### src/design/afpm_lane.sv
module afpm_lane #(
    parameter int SAMPLE_BITS = 24
) (
    input  logic                          i_clk,
    input  logic                          i_rst_n,
    input  logic                          i_en,
    input  logic                          i_clr,
    input  logic signed [SAMPLE_BITS-1:0] i_sample,
    output logic [SAMPLE_BITS-1:0]        o_peak_next
);

    logic [SAMPLE_BITS-1:0] r_peak;
    logic [SAMPLE_BITS-1:0] mag;

    // magnitude; the most negative code maps to its unsigned weight
    always_comb begin
        mag = i_sample[SAMPLE_BITS-1] ? (~i_sample + 1'b1) : i_sample;
        o_peak_next = (i_en && (mag > r_peak)) ? mag : r_peak;
    end

    // running peak, cleared when the fragment closes
    always_ff @(posedge i_clk) begin
        if (!i_rst_n || i_clr) begin
            r_peak <= '0;
        end else if (i_en) begin
            r_peak <= o_peak_next;
        end
    end

endmodule

### config.mk
export PLATFORM = sky130hd
export DESIGN_NAME = afpm_lane
export DESIGN_NICKNAME = d
export VERILOG_FILES = /design/src/design/afpm_lane.sv
export SDC_FILE = /design/constraint.sdc
export NUM_CORES = 1
export LEC_CHECK = 0
export ABC_AREA = 1
export BUFFER_PORTS_ARGS = -buffer_cell sky130_fd_sc_hd__buf_2
export CAP_MARGIN = 20
export CORE_MARGIN = 10
export CORE_UTILIZATION = 55
export DETAILED_ROUTE_END_ITERATION = 12
export GPL_ROUTABILITY_DRIVEN = 0
export HOLD_SLACK_MARGIN = 0.02
export PLACE_DENSITY = 0.78
export SETUP_SLACK_MARGIN = 0.5
export SLEW_MARGIN = 5
export SYNTH_ARGS = -nofsm -noshare
export SYNTH_HDL_FRONTEND = slang
export SYNTH_SLANG_ARGS = --single-unit
### constraint.sdc
create_clock -name i_clk -period 4.19 [get_ports i_clk]
set_input_delay 0 -clock i_clk [delete_from_list [all_inputs] [get_ports i_clk]]
set_output_delay 0 -clock i_clk [all_outputs]
set_load 0.01 [all_outputs]
# Word-level counts from Yosys, hierarchy flattened
# Cells that the tools add are included.
[totals]
regBits = 24
input_bits = 28
output_inout_bits = 24
wordCells = 9
[classes]
add_sub_neg = 1
n_lt_le_gt_ge = 1
muxes = 2
bitwise_logic = 1
reduce_logical = 3
[ops]
columns = ["op", "count"]
rows = [
  ["2-to-1 mux 24 bit", 2],
  ["adder 24 x 1 -> 24 bit, second input constant", 1],
  ["> comparator 24 bit", 1],
  ["NOT 24 bit", 1],
  ["logical AND 1 bit", 1],
  ["logical NOT 1 bit", 1],
  ["logical OR 1 bit", 1],
]

# Longest topological paths before layout
[depth]
word_depth = 6
depth_mapped = 22
depth_no_buf = 21

# Worst setup path before layout
# No wires, ideal clock.
[synth_path]
path_kind = "input -> register"
start = "in i_sample[0]"
end = "reg r_peak[2]"
setup_ns = 0.128
t_arrival_ns = 2.239
required_ns = 4.062
path_slack_ns = 1.824
cell_stages = 18
path_buffers = 1
path_cell_list = "inv_1 ha_1 nand3_2 nor2_1 nand3b_1 nand2_1 xor2_1 inv_1 ha_1 nand2_2 nor2_4 nand2_1 nor3_2 a21boi_2 buf_2 nand3b_1 nand2_1 nor2_1"
[synth_between]
elab_chain_len = 6
[synth_rtl]
columns = ["item", "line_no", "source"]
rows = [
  ["from (decl)", "8", "input logic signed [SAMPLE_BITS-1:0] i_sample,"],
  ["NOT 24 bit", "17", "mag = i_sample[SAMPLE_BITS-1] ? (~i_sample + 1'b1) : i_sample;"],
  ["adder 24 x 1 -> 24 bit", "17", ""],
  ["2-to-1 mux 24 bit (*)", "17", ""],
  ["> comparator 24 bit", "18", "o_peak_next = (i_en && (mag > r_peak)) ? mag : r_peak;"],
  ["logical AND 1 bit", "18", ""],
  ["2-to-1 mux 24 bit (*)", "18", ""],
  ["to (signal assigned)", "26", "r_peak <= o_peak_next;"],
  ["to (decl)", "12", "logic [SAMPLE_BITS-1:0] r_peak;"],
]
# Mark *: on every way between the ends. The rest lies on a longest branch, timed or not.
# A chain may end at the register's enable or synchronous reset.

# Worst setup path after layout
[layout_path]
start = "in i_sample[0]"
end = "out o_peak_next[10]"
[layout_between]
elab_chain_len = 6
[layout_rtl]
columns = ["item", "line_no", "source"]
rows = [
  ["NOT 24 bit", "17", ""],
  ["adder 24 x 1 -> 24 bit", "17", ""],
  ["2-to-1 mux 24 bit (*)", "17", ""],
  ["> comparator 24 bit", "18", ""],
  ["logical AND 1 bit", "18", ""],
  ["2-to-1 mux 24 bit (*)", "18", ""],
  ["to (decl)", "9", "output logic [SAMPLE_BITS-1:0] o_peak_next"],
]
# Marks and branches as above.

==> flow_summary.ini <==
[run_status]
status = complete, no violations

[clocking]
cts_resized = 0
cts_buffer_depth = 2
clk_latency_ns = 0.28
cts_hold_buf = 0
clk_pin_slew_ns = 0.09
cts_setup_buffers = 0
cts_tree = yes
clock_sinks = 24
cts_max_level = 1
cts_buffers = 3
root_buffer = clkbuf_8

[timing]
fin_crit_sh_pct = 76.4
rsz0062_at_grt = no
slew_viol_final = 0
finalHoldViolCount = 0
fin_skew_ns = 0.00553
max_slew.worst_pin.slew_ns = 0.861
finalSetupTns_ns = 0
relSlewSlack_pct = 42.4
fin_crit_ns = 3.20
fmax_ghz = 0.312
finalSetupViolCount = 0

[critical_path]
path_class = in -> out
cp-end-kind = primary output
reg2reg_depth = 12
path_max_fanout = 25
worst_ep_required_time_ns = 4.19
r2r_setup_slack_ns = 1.84
r2r-start = r_peak[5]$_SDFFE_PP0P_
regToRegEndpoint = r_peak[14]$_SDFFE_PP0P_
cp-start-kind = input port
cp.arrival_ns = 3.20

[hold_path]
whs_endpoint = r_peak[0]$_SDFFE_PP0P_
hold_start = i_sample[0]
hold_class = in -> reg
hold_depth = 5

[die]
dieArea_sq_um = 7690
placementRows = 24
start_util_pct = 57.4
num_io_pins = 52
die_w_um = 87.7
core_area_sq_um = 4380
die_y_um = 87.7

[route]
drt-total-wl_um = 6130
viasPerCell = 4.93
drtAntennaViolNets = 0
first_pass_iters = 5
routedWlPerCell_um = 11.5
drtIter0Drc = 176
remaining_drc_errors = 0
vias = 2638

[place]
detailed_place_hpwl_um = 5040
io_buffers = 51

[synth]
synth_top_family_by_area = simple AND/OR/NAND/NOR gates
yosys_register_bits = 24
synth_nets = 490
syn_area_sq_um = 2520
yosysMostFrequentCell = nand2_1
yosysTopAreaCell = nand2_1
yosys.area_share.adder_pct = 12.4
synth_cell_type_count = 27
synth_compound_area_share_pct = 4.02
avgSynthCellArea_sq_um = 5.76
synth_edf_count = 0
yosysWarnings = 0
synth_xor_area_share_pct = 3.13
synth_top_area_share_pct = 21.9
muxShareOfSynthArea_pct = 0
synth_common_cells = 147 x nand2_1, 83 x inv_1, 58 x nor2_1, 25 x ha_1, 25 x nand3_1
ys.flop_type = dfxtp_1
async_flop_share_pct = 0
yosysSeqAreaShare_pct = 19.1
synthCells = 437
synth-simple-area-share_pct = 46.2
synth.area.top_cells = nand2_1 22%, dfxtp_1 19%, ha_1 12%, inv_1 12%, nor2_1 8.6%

[global_route]
grt_pass1_wl_um = 10700
antenna_found_initial = 0
globalRoute.totalOverflow = 0
track_usage_pct = 16.4
grt_max_degree = 32
grt_pass1_vias = 2519

[final_layout]
area_growth_pct = 12.9
reg.largest.list = r_peak: 24 flops
fillers = 438
antennaDiodeCount = 0
multi_input_area_sq_um = 1660
drive_gt1_share_pct = 14.1
largest_register_ffs = 24
seqCellArea_sq_um = 480
regMostFlops = r_peak
finalNetCount = 537

[pwr]
p_sw_share_pct = 39.8
net-switching-power_w = 0.000298
p_clk_share_pct = 22.5
finalPower_w = 0.000749
internal_power_w = 0.000451
p_seq_share_pct = 32.7
combPwrFrac_pct = 44.8
powerDensity_nw_per_um2 = 263
irDropWorstVdd_uv = 133
p_leak_nw = 1.70

[flow_run]
maxCapViolCount = 0
[metrics by stage]
stage               instances  area (sq um)  setup WS, ns  hold WS (ns)  util, %
floorplan                 437          2520          1.82         0.220        -
finish                    535          2840         0.990         0.150     64.9
global placement          531          2790          1.08         0.434     63.6
CTS                       535          2840         0.967         0.155     64.9
global route              535          2840         0.516         0.211     64.9
detailed placement        531          2790         0.962         0.445     63.6
[cells by family after synthesis]
group                    count (synthesis)
AO/OA/AOI/OAI                           18
XOR/XNOR                                 9
adder cells (fa/ha/maj)                 25
buffers and inverters                   95
flip-flops                              24
AND/OR/NAND/NOR                        266
[layer usage]
layer	share of wire (%)	vias up	GRT usage, %
met1	50	1162	21.9
met3	4.0	9	1.49
met2	44	50	26.9
met4	1.6	0	5.80
met5	0	-	0
li1	-	1417	-
[worst max-delay path: stages]
cell and delay [ns]:
buf_2 0.10, inv_1 0.12, ha_1 0.20, nand3_2 0.13
nor2_1 0.27, nand3b_1 0.12, nand2_1 0.12, xor2_1 0.19
inv_1 0.06, ha_1 0.28, nand2_2 0.10, nor2_1 0.05
nor2_1 0.08, nand2_1 0.05, nand2_1 0.07, nand3_2 0.43
nand2_4 0.43, nand2_1 0.09, nand2_1 0.11, inv_1 0.05
buf_2 0.13
[power by group through the flow]
stage / registers (W) / logic, W / clock network, W
6_report: 0.000245 / 0.000336 / 0.000168
5_1_grt: 0.000246 / 0.000389 / 0.000178
4_1_cts: 0.000245 / 0.000340 / 0.000170
3_5_place_dp: 0.000250 / 0.000338 / 0
3_3_place_gp: 0.000250 / 0.000329 / 0
2_1_floorplan: 0.000249 / 0.000242 / 0
[area by class of cell]
| type | instances | share of cell area [%] |
|---|---|---|
| flip-flops and latches | 24 | 16.9 |
| repair buffers | 53 | 9.50 |
| clock buffers | 4 | 1.94 |
| inverters | 84 | 11.1 |
| multi-input cells | 318 | 58.3 |
| well taps | 52 | 2.29 |
[layout by cell type (no fill, tap or decap), drive strengths merged]
master	count
buf	53
nand2	150
a21oi	9
a21o	2
xnor2	1
nand4	4
inv	84
nand3	27
nor3	3
nand3b	21
nor2	61
a21boi	1
clkbuf	4
xor2	8
ha	25
dfxtp	24
o21ai	6
[worst max path at each step]
stage	start	endpoint	slack, ns	cells past startpoint
global placement	i_sample[0]	r_peak[14]$_SDFFE_PP0P_	1.08	20
finish	i_sample[0]	o_peak_next[10]	0.99	21
floorplan	i_sample[0]	r_peak[2]$_SDFFE_PP0P_	1.82	18
global route	i_sample[0]	o_peak_next[10]	0.52	21
detailed placement	i_sample[0]	r_peak[10]$_SDFFE_PP0P_	0.96	20
CTS	i_sample[0]	o_peak_next[10]	0.97	21
Note: power is estimated with default switching activity, not from simulation.
